<file path="src/rtl/wrdp_pkg.sv">
`timescale 1ns / 1ps
// ----------------------------------------------------------------------------
// wrdp_pkg
// Shared types and constants of the RIFF/WAVE duration parser.
// ----------------------------------------------------------------------------
package wrdp_pkg;

    localparam int LENGTH_WIDTH = 32;
    localparam int LEN_FIELD_W  = (LENGTH_WIDTH < 32) ? LENGTH_WIDTH : 32;
    localparam int POS_W        = LENGTH_WIDTH + 1;
    localparam int TOTAL_W      = 40;
    localparam int RATE_W       = 32;
    localparam int TICKS_W      = 20;
    localparam int SCALE_SHIFT  = 5;
    localparam int DVD_W        = TOTAL_W + SCALE_SHIFT;
    localparam int PROD_W       = DVD_W + TICKS_W;
    localparam int DUR_W        = 32;
    localparam int CNT_W        = $clog2(DVD_W);
    localparam int MIN_BYTES    = 32;

    localparam logic [TICKS_W-1:0] TICKS_RESET = TICKS_W'(1000);

    localparam logic [31:0] TAG_RIFF = 32'h4646_4952;
    localparam logic [31:0] TAG_WAVE = 32'h4556_4157;
    localparam logic [31:0] TAG_FMT  = 32'h2074_6D66;
    localparam logic [31:0] TAG_DATA = 32'h6174_6164;

    localparam logic [POS_W-1:0] POS_RIFF_LEN = POS_W'(7);
    localparam logic [POS_W-1:0] POS_WAVE     = POS_W'(11);
    localparam logic [POS_W-1:0] POS_MAX      = {POS_W{1'b1}};

    typedef enum logic [2:0] {
        STAT_OK      = 3'd0,
        STAT_SHORT   = 3'd1,
        STAT_BAD_SIG = 3'd2,
        STAT_NO_FMT  = 3'd3,
        STAT_NO_DATA = 3'd4
    } status_t;

    typedef struct packed {
        status_t             status;
        logic [TOTAL_W-1:0]  total;
        logic [RATE_W-1:0]   rate;
    } job_t;

endpackage

</file>
<file path="src/rtl/wav_riff_duration_parser_unit.sv">
`timescale 1ns / 1ps
// ----------------------------------------------------------------------------
// wav_riff_duration_parser_unit
// RIFF/WAVE image parser returning a status and the play time in ticks.
// ----------------------------------------------------------------------------
//  channel   dir  handshake              payload
//  s_        in   s_tvalid/s_tready      s_tdata[7:0] data_byte, s_tlast last
//  m_        out  m_tvalid/m_tready      m_tdata[2:0] status, [34:3] duration
//  cfg_      in   cfg_valid/cfg_ready    cfg_data ticks_per_second
//
//  Bytes are taken one per cycle; the front stalls only while the two-entry
//  job queue is full. Jobs are registered in the queue; a file with status ok
//  then runs through the back unit (45-step serial divide, 20-step shift-add
//  multiply, saturation) before its result is presented; other statuses skip
//  them. Synchronous active-low reset; the tick register returns to 1000.
// ----------------------------------------------------------------------------
module wav_riff_duration_parser_unit import wrdp_pkg::*; (
    input  logic               aclk,
    input  logic               aresetn,
    input  logic               s_tvalid,
    output logic               s_tready,
    input  logic [7:0]         s_tdata,    // [7:0] data_byte
    input  logic               s_tlast,
    output logic               m_tvalid,
    input  logic               m_tready,
    output logic [39:0]        m_tdata,    // [2:0] status, [34:3] duration_ticks
    input  logic               cfg_valid,
    output logic               cfg_ready,
    input  logic [TICKS_W-1:0] cfg_data
);

    logic [TICKS_W-1:0] ticks_reg;
    logic               fq_valid, fq_ready;
    job_t               fq_job;
    logic               qb_valid, qb_ready;
    job_t               qb_job;

    assign cfg_ready = 1'b1;

    always_ff @(posedge aclk) begin
        if (!aresetn) begin
            ticks_reg <= TICKS_RESET;
        end else if (cfg_valid && cfg_ready) begin
            ticks_reg <= cfg_data;
        end
    end

    wrdp_front u_front (
        .aclk      (aclk),
        .aresetn   (aresetn),
        .s_tvalid  (s_tvalid),
        .s_tready  (s_tready),
        .s_tdata   (s_tdata),
        .s_tlast   (s_tlast),
        .job_valid (fq_valid),
        .job_ready (fq_ready),
        .job       (fq_job)
    );

    wrdp_queue u_queue (
        .aclk       (aclk),
        .aresetn    (aresetn),
        .push_valid (fq_valid),
        .push_ready (fq_ready),
        .push_job   (fq_job),
        .pop_valid  (qb_valid),
        .pop_ready  (qb_ready),
        .pop_job    (qb_job)
    );

    wrdp_back u_back (
        .aclk      (aclk),
        .aresetn   (aresetn),
        .ticks     (ticks_reg),
        .job_valid (qb_valid),
        .job_ready (qb_ready),
        .job       (qb_job),
        .m_tvalid  (m_tvalid),
        .m_tready  (m_tready),
        .m_tdata   (m_tdata)
    );

endmodule

</file>
<file path="src/rtl/wrdp_front.sv">
`timescale 1ns / 1ps
// ----------------------------------------------------------------------------
// wrdp_front
// Byte-wise chunk walker: signatures, fmt rate capture, data length sum.
// ----------------------------------------------------------------------------
module wrdp_front import wrdp_pkg::*; (
    input  logic       aclk,
    input  logic       aresetn,
    input  logic       s_tvalid,
    output logic       s_tready,
    input  logic [7:0] s_tdata,
    input  logic       s_tlast,
    output logic       job_valid,
    input  logic       job_ready,
    output job_t       job
);

    logic [POS_W-1:0]   pos_reg, pos_next;
    logic [POS_W-1:0]   eend_reg, eend_next;
    logic [63:0]        hs_reg, hs_next;
    logic [POS_W-1:0]   br_reg, br_next;
    logic               pend_reg, pend_next;
    logic [3:0]         fo_reg, fo_next;
    logic [RATE_W-1:0]  rate_reg, rate_next;
    logic [1:0]         flags_reg, flags_next;
    logic [TOTAL_W-1:0] tot_reg, tot_next;
    logic [TOTAL_W:0]   tot_sum;
    logic [LEN_FIELD_W-1:0] len_old;
    logic               accept;
    status_t            status;

    assign s_tready  = job_ready;
    assign accept    = s_tvalid & s_tready;
    assign job_valid = accept & s_tlast;
    assign len_old   = hs_reg[32 +: LEN_FIELD_W];
    assign tot_sum   = {1'b0, tot_reg} + (TOTAL_W+1)'(len_old);

    always_comb begin
        pos_next   = pos_reg;
        eend_next  = eend_reg;
        br_next    = br_reg;
        pend_next  = pend_reg;
        fo_next    = fo_reg;
        rate_next  = rate_reg;
        flags_next = flags_reg;
        tot_next   = tot_reg;

        if (pend_reg) begin
            pend_next = 1'b0;
            if (pos_reg < eend_reg) begin
                br_next = POS_W'(len_old) + POS_W'(8);
                if (hs_reg[31:0] == TAG_FMT) begin
                    flags_next[1] = 1'b1;
                    fo_next       = 4'd0;
                    rate_next     = '0;
                end
                if (hs_reg[31:0] == TAG_DATA) begin
                    tot_next = tot_sum[TOTAL_W] ? {TOTAL_W{1'b1}} : tot_sum[TOTAL_W-1:0];
                end
            end
        end

        if (flags_next[1] && fo_next < 4'd12) begin
            if (fo_next >= 4'd8) begin
                case (fo_next[1:0])
                    2'd0:    rate_next[7:0]   = rate_next[7:0]   | s_tdata;
                    2'd1:    rate_next[15:8]  = rate_next[15:8]  | s_tdata;
                    2'd2:    rate_next[23:16] = rate_next[23:16] | s_tdata;
                    default: rate_next[31:24] = rate_next[31:24] | s_tdata;
                endcase
            end
            fo_next = fo_next + 4'd1;
        end

        hs_next = {s_tdata, hs_reg[63:8]};

        if (br_next != '0) begin
            br_next = br_next - POS_W'(1);
            if (br_next == '0) begin
                pend_next = 1'b1;
            end
        end

        if (pos_reg == POS_RIFF_LEN) begin
            flags_next[0] = (hs_next[31:0] == TAG_RIFF);
            eend_next     = POS_W'(hs_next[32 +: LEN_FIELD_W]) + POS_W'(8);
        end
        if (pos_reg == POS_WAVE) begin
            if (hs_next[63:32] != TAG_WAVE) begin
                flags_next[0] = 1'b0;
            end
            br_next = POS_W'(8);
        end

        pos_next = (pos_reg == POS_MAX) ? pos_reg : pos_reg + POS_W'(1);

        if (pos_next < POS_W'(MIN_BYTES)) begin
            status = STAT_SHORT;
        end else if (!flags_next[0]) begin
            status = STAT_BAD_SIG;
        end else if (!flags_next[1]) begin
            status = STAT_NO_FMT;
        end else if (tot_next == '0) begin
            status = STAT_NO_DATA;
        end else if (rate_next == '0) begin
            status = STAT_NO_FMT;
        end else begin
            status = STAT_OK;
        end
    end

    assign job.status = status;
    assign job.total  = tot_next;
    assign job.rate   = rate_next;

    always_ff @(posedge aclk) begin
        if (!aresetn || (accept && s_tlast)) begin
            pos_reg   <= '0;
            eend_reg  <= POS_MAX;
            hs_reg    <= '0;
            br_reg    <= '0;
            pend_reg  <= 1'b0;
            fo_reg    <= '0;
            rate_reg  <= '0;
            flags_reg <= '0;
            tot_reg   <= '0;
        end else if (accept) begin
            pos_reg   <= pos_next;
            eend_reg  <= eend_next;
            hs_reg    <= hs_next;
            br_reg    <= br_next;
            pend_reg  <= pend_next;
            fo_reg    <= fo_next;
            rate_reg  <= rate_next;
            flags_reg <= flags_next;
            tot_reg   <= tot_next;
        end
    end

endmodule

</file>
<file path="src/rtl/wrdp_queue.sv">
`timescale 1ns / 1ps
// ----------------------------------------------------------------------------
// wrdp_queue
// Two-entry job queue between the parser front and the arithmetic back.
// ----------------------------------------------------------------------------
module wrdp_queue import wrdp_pkg::*; (
    input  logic aclk,
    input  logic aresetn,
    input  logic push_valid,
    output logic push_ready,
    input  job_t push_job,
    output logic pop_valid,
    input  logic pop_ready,
    output job_t pop_job
);

    job_t       mem_reg [2];
    logic       wr_reg;
    logic       rd_reg;
    logic [1:0] cnt_reg;
    logic       do_push;
    logic       do_pop;

    assign push_ready = (cnt_reg != 2'd2);
    assign pop_valid  = (cnt_reg != 2'd0);
    assign pop_job    = mem_reg[rd_reg];
    assign do_push    = push_valid & push_ready;
    assign do_pop     = pop_valid & pop_ready;

    always_ff @(posedge aclk) begin
        if (do_push) begin
            mem_reg[wr_reg] <= push_job;
        end
        if (!aresetn) begin
            wr_reg  <= 1'b0;
            rd_reg  <= 1'b0;
            cnt_reg <= 2'd0;
        end else begin
            if (do_push) begin
                wr_reg <= ~wr_reg;
            end
            if (do_pop) begin
                rd_reg <= ~rd_reg;
            end
            case ({do_push, do_pop})
                2'b10:   cnt_reg <= cnt_reg + 2'd1;
                2'b01:   cnt_reg <= cnt_reg - 2'd1;
                default: cnt_reg <= cnt_reg;
            endcase
        end
    end

endmodule

</file>
<file path="src/rtl/wrdp_back.sv">
`timescale 1ns / 1ps
// ----------------------------------------------------------------------------
// wrdp_back
// Duration unit: bit-serial divide, shift-add multiply, saturate, result reg.
// ----------------------------------------------------------------------------
module wrdp_back import wrdp_pkg::*; (
    input  logic               aclk,
    input  logic               aresetn,
    input  logic [TICKS_W-1:0] ticks,
    input  logic               job_valid,
    output logic               job_ready,
    input  job_t               job,
    output logic               m_tvalid,
    input  logic               m_tready,
    output logic [39:0]        m_tdata     // [2:0] status, [34:3] duration_ticks
);

    typedef enum logic [2:0] {
        S_IDLE,
        S_DIV,
        S_MUL,
        S_FIN,
        S_OUT
    } state_t;

    state_t              state_reg;
    logic [DVD_W-1:0]    dvd_reg;
    logic [RATE_W-1:0]   rem_reg;
    logic [RATE_W-1:0]   rate_reg;
    logic [PROD_W-1:0]   mcand_reg;
    logic [PROD_W-1:0]   acc_reg;
    logic [TICKS_W-1:0]  mplier_reg;
    logic [CNT_W-1:0]    cnt_reg;
    status_t             status_reg;
    logic [DUR_W-1:0]    dur_reg;
    logic                valid_reg;

    logic [RATE_W:0]     rem_sh;
    logic                ge;
    logic [RATE_W-1:0]   rem_new;
    logic [DVD_W-1:0]    dvd_new;

    assign rem_sh   = {rem_reg, dvd_reg[DVD_W-1]};
    assign ge       = (rem_sh >= {1'b0, rate_reg});
    assign rem_new  = ge ? RATE_W'(rem_sh - {1'b0, rate_reg}) : rem_sh[RATE_W-1:0];
    assign dvd_new  = {dvd_reg[DVD_W-2:0], ge};

    assign job_ready = (state_reg == S_IDLE);
    assign m_tvalid  = valid_reg;
    assign m_tdata   = {5'd0, dur_reg, status_reg};

    always_ff @(posedge aclk) begin
        if (!aresetn) begin
            state_reg  <= S_IDLE;
            valid_reg  <= 1'b0;
            cnt_reg    <= '0;
            status_reg <= STAT_OK;
            dur_reg    <= '0;
        end else begin
            unique case (state_reg)
                S_IDLE: begin
                    if (job_valid) begin
                        status_reg <= job.status;
                        dvd_reg    <= {job.total, {SCALE_SHIFT{1'b0}}};
                        rem_reg    <= '0;
                        rate_reg   <= job.rate;
                        mplier_reg <= ticks;
                        cnt_reg    <= '0;
                        if (job.status == STAT_OK) begin
                            state_reg <= S_DIV;
                        end else begin
                            dur_reg   <= '0;
                            valid_reg <= 1'b1;
                            state_reg <= S_OUT;
                        end
                    end
                end
                S_DIV: begin
                    rem_reg <= rem_new;
                    dvd_reg <= dvd_new;
                    cnt_reg <= cnt_reg + CNT_W'(1);
                    if (cnt_reg == CNT_W'(DVD_W - 1)) begin
                        mcand_reg <= PROD_W'(dvd_new);
                        acc_reg   <= '0;
                        cnt_reg   <= '0;
                        state_reg <= S_MUL;
                    end
                end
                S_MUL: begin
                    if (mplier_reg[0]) begin
                        acc_reg <= acc_reg + mcand_reg;
                    end
                    mcand_reg  <= {mcand_reg[PROD_W-2:0], 1'b0};
                    mplier_reg <= {1'b0, mplier_reg[TICKS_W-1:1]};
                    cnt_reg    <= cnt_reg + CNT_W'(1);
                    if (cnt_reg == CNT_W'(TICKS_W - 1)) begin
                        state_reg <= S_FIN;
                    end
                end
                S_FIN: begin
                    if (acc_reg[PROD_W-1:SCALE_SHIFT+DUR_W] != '0) begin
                        dur_reg <= {DUR_W{1'b1}};
                    end else begin
                        dur_reg <= acc_reg[SCALE_SHIFT +: DUR_W];
                    end
                    valid_reg <= 1'b1;
                    state_reg <= S_OUT;
                end
                S_OUT: begin
                    if (m_tready) begin
                        valid_reg <= 1'b0;
                        state_reg <= S_IDLE;
                    end
                end
                default: begin
                    valid_reg <= 1'b0;
                    state_reg <= S_IDLE;
                end
            endcase
        end
    end

endmodule

</file>
<file path="config.mk">
export PLATFORM = sky130hd
export DESIGN_NAME = wav_riff_duration_parser_unit
export DESIGN_NICKNAME = d
export VERILOG_FILES = /design/src/rtl/wrdp_pkg.sv /design/src/rtl/wav_riff_duration_parser_unit.sv /design/src/rtl/wrdp_front.sv /design/src/rtl/wrdp_queue.sv /design/src/rtl/wrdp_back.sv
export SDC_FILE = /design/constraint.sdc
export NUM_CORES = 2
export LEC_CHECK = 0
export BUFFER_PORTS_ARGS = -buffer_cell sky130_fd_sc_hd__buf_2
export CORE_MARGIN = 5
export CORE_UTILIZATION = 45
export CTS_CLUSTER_SIZE = 24
export DETAILED_ROUTE_END_ITERATION = 10
export PLACE_DENSITY_LB_ADDON = 0.15
export REMOVE_ABC_BUFFERS = 1
export SLEW_MARGIN = 0
export SYNTH_ARGS = -nofsm -noshare
export SYNTH_HDL_FRONTEND = slang
export SYNTH_SLANG_ARGS = --single-unit
</file>
<file path="constraint.sdc">
create_clock -name aclk -period 18.9 [get_ports aclk]
set_clock_uncertainty 0.05 [all_clocks]
set_input_delay 0 -clock aclk [delete_from_list [all_inputs] [get_ports aclk]]
set_output_delay 0 -clock aclk [all_outputs]
set_load 0.005 [all_outputs]
</file>
==> results.rst <==
.. list-table::
   :header-rows: 1

   * - Metric
     - Value
   * - Dominant cells by area after synthesis
     - edfxtp_1 31%, dfxtp_1 16%, nand2_1 6.4%
   * - Post-CTS repair timing setup buffer count
     - 0
   * - Iteration-0 DRC Markers
     - 2546
   * - Result of the run
     - finished, final reports clean
   * - Largest area contributor in the netlist
     - edfxtp_1
   * - H-Tree Level Count
     - 3
   * - Post-route DRC
     - 0
   * - Clock-pin slew on the worst setup and hold paths
     - 0.06 ns
   * - Sinks on the clock net
     - 721
   * - Finish-stage setup viols
     - 0
   * - End of the worst hold path
     - u_back.state_reg[2]
   * - Worst endpoint data arrival time
     - 5.81 ns
   * - Cell area after synthesis
     - 40200 um2
   * - CTS Hold Buffers Added
     - 67
   * - Worst Path Max Fanout
     - 37
   * - Average via count per standard cell
     - 5.67
   * - TritonCTS clock tree
     - done
   * - Largest net degree at the start of global routing
     - 91
   * - Type of the worst min-delay path
     - in2reg
   * - Post-synth top area share
     - 0.306
   * - CP Class
     - reg2reg
   * - Placeable Area
     - 88500 um2
   * - Worst vdd rail ir drop
     - 0.0914 mV
   * - Area growth, synth to finish
     - 11.5%
   * - Cell with the largest stage delay on the worst path
     - a2111oi_0
   * - Element type at the critical path start
     - flop
   * - Critical path's largest stage delay
     - 0.70 ns
   * - Power after layout
     - 0.00454 W
   * - Number of enable-type register cells in the synthesized netlist
     - 409
   * - Yosys warning count
     - 0
   * - Net total in the final layout
     - 4623
   * - Commonest cells after routing, fill and taps aside
     - 679 x nand2_1, 423 x nor2_1, 409 x edfxtp_1
   * - Crit path required time
     - 19.33 ns
   * - Slew at the pin with the worst max-slew slack
     - 1.21 ns
   * - Die width
     - 309 um
   * - Cell count after synthesis
     - 4419
   * - Count of different cell masters after synthesis
     - 92
   * - DIE HEIGHT
     - 309 um
   * - Final critical delay including setup and external delays
     - 5.38 ns
   * - Cell depth of the worst hold path
     - 5
   * - Overall die area
     - 95400 um2
   * - Drt first pass iters
     - 6
   * - Global-route usage over all layers
     - 0.216
   * - Part of the Yosys area used for sequential elements
     - 0.461
   * - Number of global-route vias before repair
     - 30500
   * - Worst reg2reg path depth
     - 17
   * - Source of the worst hold timing path
     - m_tready
   * - Post-synthesis register bit count
     - 721
   * - Clock buffers created by TritonCTS
     - 82
   * - Diodes inserted
     - 0
   * - Final number of max-transition violations
     - 0
   * - Clock Path Buffers
     - 3
   * - Worst rel slew slack
     - 0.192
   * - Cell breakdown of the critical path
     - ha_1 -> and4_1 -> a221oi_1 -> nand4b_1 -> o21a_1 -> or3_1 -> buf_4 -> nand2_1 -> inv_1 -> ha_1 -> a41oi_1 -> nand3_1 -> a21oi_1 -> o31ai_1 -> a2111oi_0 -> o21ai_0 -> a41oi_1
   * - Dpl ws
     - 13.50 ns
   * - Origin of the critical flop-to-flop path
     - u_front.pos_reg[8]
   * - Post-layout util
     - 0.506
   * - Number of nets with antenna violations after detailed routing
     - 0
   * - FP Rows
     - 109
   * - Global route overflow
     - 0
   * - Number of flip-flops under the largest register name
     - 150
   * - Max Cap Violations
     - 0
   * - IO buf count
     - 70
   * - Setup slack, reg-to-reg
     - 13.52 ns
   * - Fraction of layout cells with a size suffix above 1
     - 0.0758
   * - Sum of net half-perimeters after detailed placement
     - 72900 um
   * - Effective utilization at floorplan
     - 0.454
   * - RR Endpoint
     - u_queue.mem_reg[1][72]
   * - Post-synthesis async set-or-reset flop share
     - 0
   * - Hold slack
     - 0.163 ns
   * - Synth Flop Type
     - edfxtp_1
   * - PostCTS Resize Cnt
     - 0
   * - Power per cell area
     - 101 nW/um2
   * - CTS Root Buffer Type
     - clkbuf_16
   * - Final weighted congestion in routability-driven placement
     - 0.937
   * - Commonest non-fill, non-tap cell in the layout
     - nand2_1
   * - Final cycle utilization of the critical path
     - 0.285
   * - Antenna violations before repair
     - 1
   * - RSZ-0062 raised after global routing
     - no
   * - LEAKAGE
     - 17.3 nW
   * - Routed wire length per instance
     - 18.7 um
   * - First-pass GRT wire length
     - 170000 um
   * - IO Pins
     - 77
   * - Final Hold Viols
     - 0
   * - Worst Setup End Kind
     - flop
   * - Latest clock arrival within the worst-skew pair
     - 0.66 ns
   * - Max frequency
     - 0.186 GHz
   * - Final worst setup slack
     - 13.52 ns
   * - Total Wirelength
     - 106000 um
   * - Average cell area after synthesis
     - 9.09 um2
   * - Sum Neg Setup Slack
     - 0 ns
   * - Total number of vias
     - 32000
==> final cells by class <==
| cell class | count | area [um2] |
|---|---|---|
| tap | 1165 | 1460 |
| inverter | 130 | 488 |
| multi-input combinational | 3303 | 20200 |
| timing repair buffer | 177 | 1330 |
| clock inverter | 39 | 484 |
| clock buffer | 113 | 2310 |
| fill | 8274 | 43700 |
| sequential | 721 | 18500 |
==> critical path: cells and delay by family (launching register included) <==
| kind | cells | cell delay (ns) |
|---|---|---|
| AO/OA/AOI/OAI | 8 | 2.36 |
| AND/OR/NAND/NOR | 5 | 1.10 |
| adder cells (fa/ha/maj) | 2 | 0.68 |
| flip-flops | 1 | 0.64 |
| buffers and inverters | 2 | 0.36 |
==> where the power goes <==
part	internal [W]	switching, W	leakage (nW)
Sequential	0.00179	0.0000948	6.43
Combinational	0.000408	0.000609	9.47
Clock	0.000962	0.000675	1.36
Total	0.00316	0.00138	17.3
==> cell usage after synthesis, drive strengths merged (24+ instances only) <==
master / n
edfxtp: 409
a32o: 34
and2: 45
a22oi: 43
or4: 24
ha: 171
o211ai: 32
o21ai: 243
a21oi: 328
clkbuf: 227
nor3: 92
inv: 130
dfxtp: 312
nor4: 56
mux2: 36
a31oi: 47
buf: 42
and3: 62
o21a: 32
nor2: 428
or3: 25
nor2b: 27
mux2i: 84
xnor2: 121
nand3: 126
nand2: 682
xor2: 104
a21o: 63
a211oi: 34
nand4: 71
nand2b: 25
==> cell families after synthesis <==
| logic type | share of synthesized area |
|---|---|
| AO/OA/AOI/OAI | 0.162 |
| XOR/XNOR | 0.0490 |
| adder cells (fa/ha/maj) | 0.0547 |
| buffers and inverters | 0.0385 |
| flip-flops | 0.461 |
| multiplexers | 0.0310 |
| other | 0.000187 |
| AND/OR/NAND/NOR | 0.203 |
==> stage by stage <==
step | instance area [um2] | instances
after floorplan | 39100 | 4154
after global placement | 41300 | 5428
after detailed placement | 41300 | 5428
after CTS | 44800 | 5647
after global routing | 44800 | 5648
final | 44800 | 5648
==> worst max path at each step <==
| stage | cells past startpoint | startpoint | to |
|---|---|---|---|
| after floorplan | 3 | u_back.state_reg[1] | u_back.acc_reg[0] |
| after global placement | 17 | u_front.pos_reg[8] | u_queue.mem_reg[0][72] |
| after detailed placement | 17 | u_front.pos_reg[8] | u_queue.mem_reg[0][72] |
| after CTS | 17 | u_front.pos_reg[8] | u_queue.mem_reg[0][72] |
| after global routing | 17 | u_front.pos_reg[8] | u_queue.mem_reg[1][72] |
| final | 17 | u_front.pos_reg[8] | u_queue.mem_reg[1][72] |
==> metal layers <==
| metal | share of wire | global-route usage | wire length, um | up-vias |
|---|---|---|---|---|
| met5 | 0.000066 | 0 | 7 | - |
| met4 | 0.025 | 0.0588 | 2630 | 2 |
| met3 | 0.046 | 0.0282 | 4910 | 162 |
| met2 | 0.45 | 0.350 | 48000 | 763 |
| met1 | 0.47 | 0.309 | 50200 | 15100 |
| li1 | - | - | - | 16000 |
Note: power is estimated with default switching activity, not from simulation.
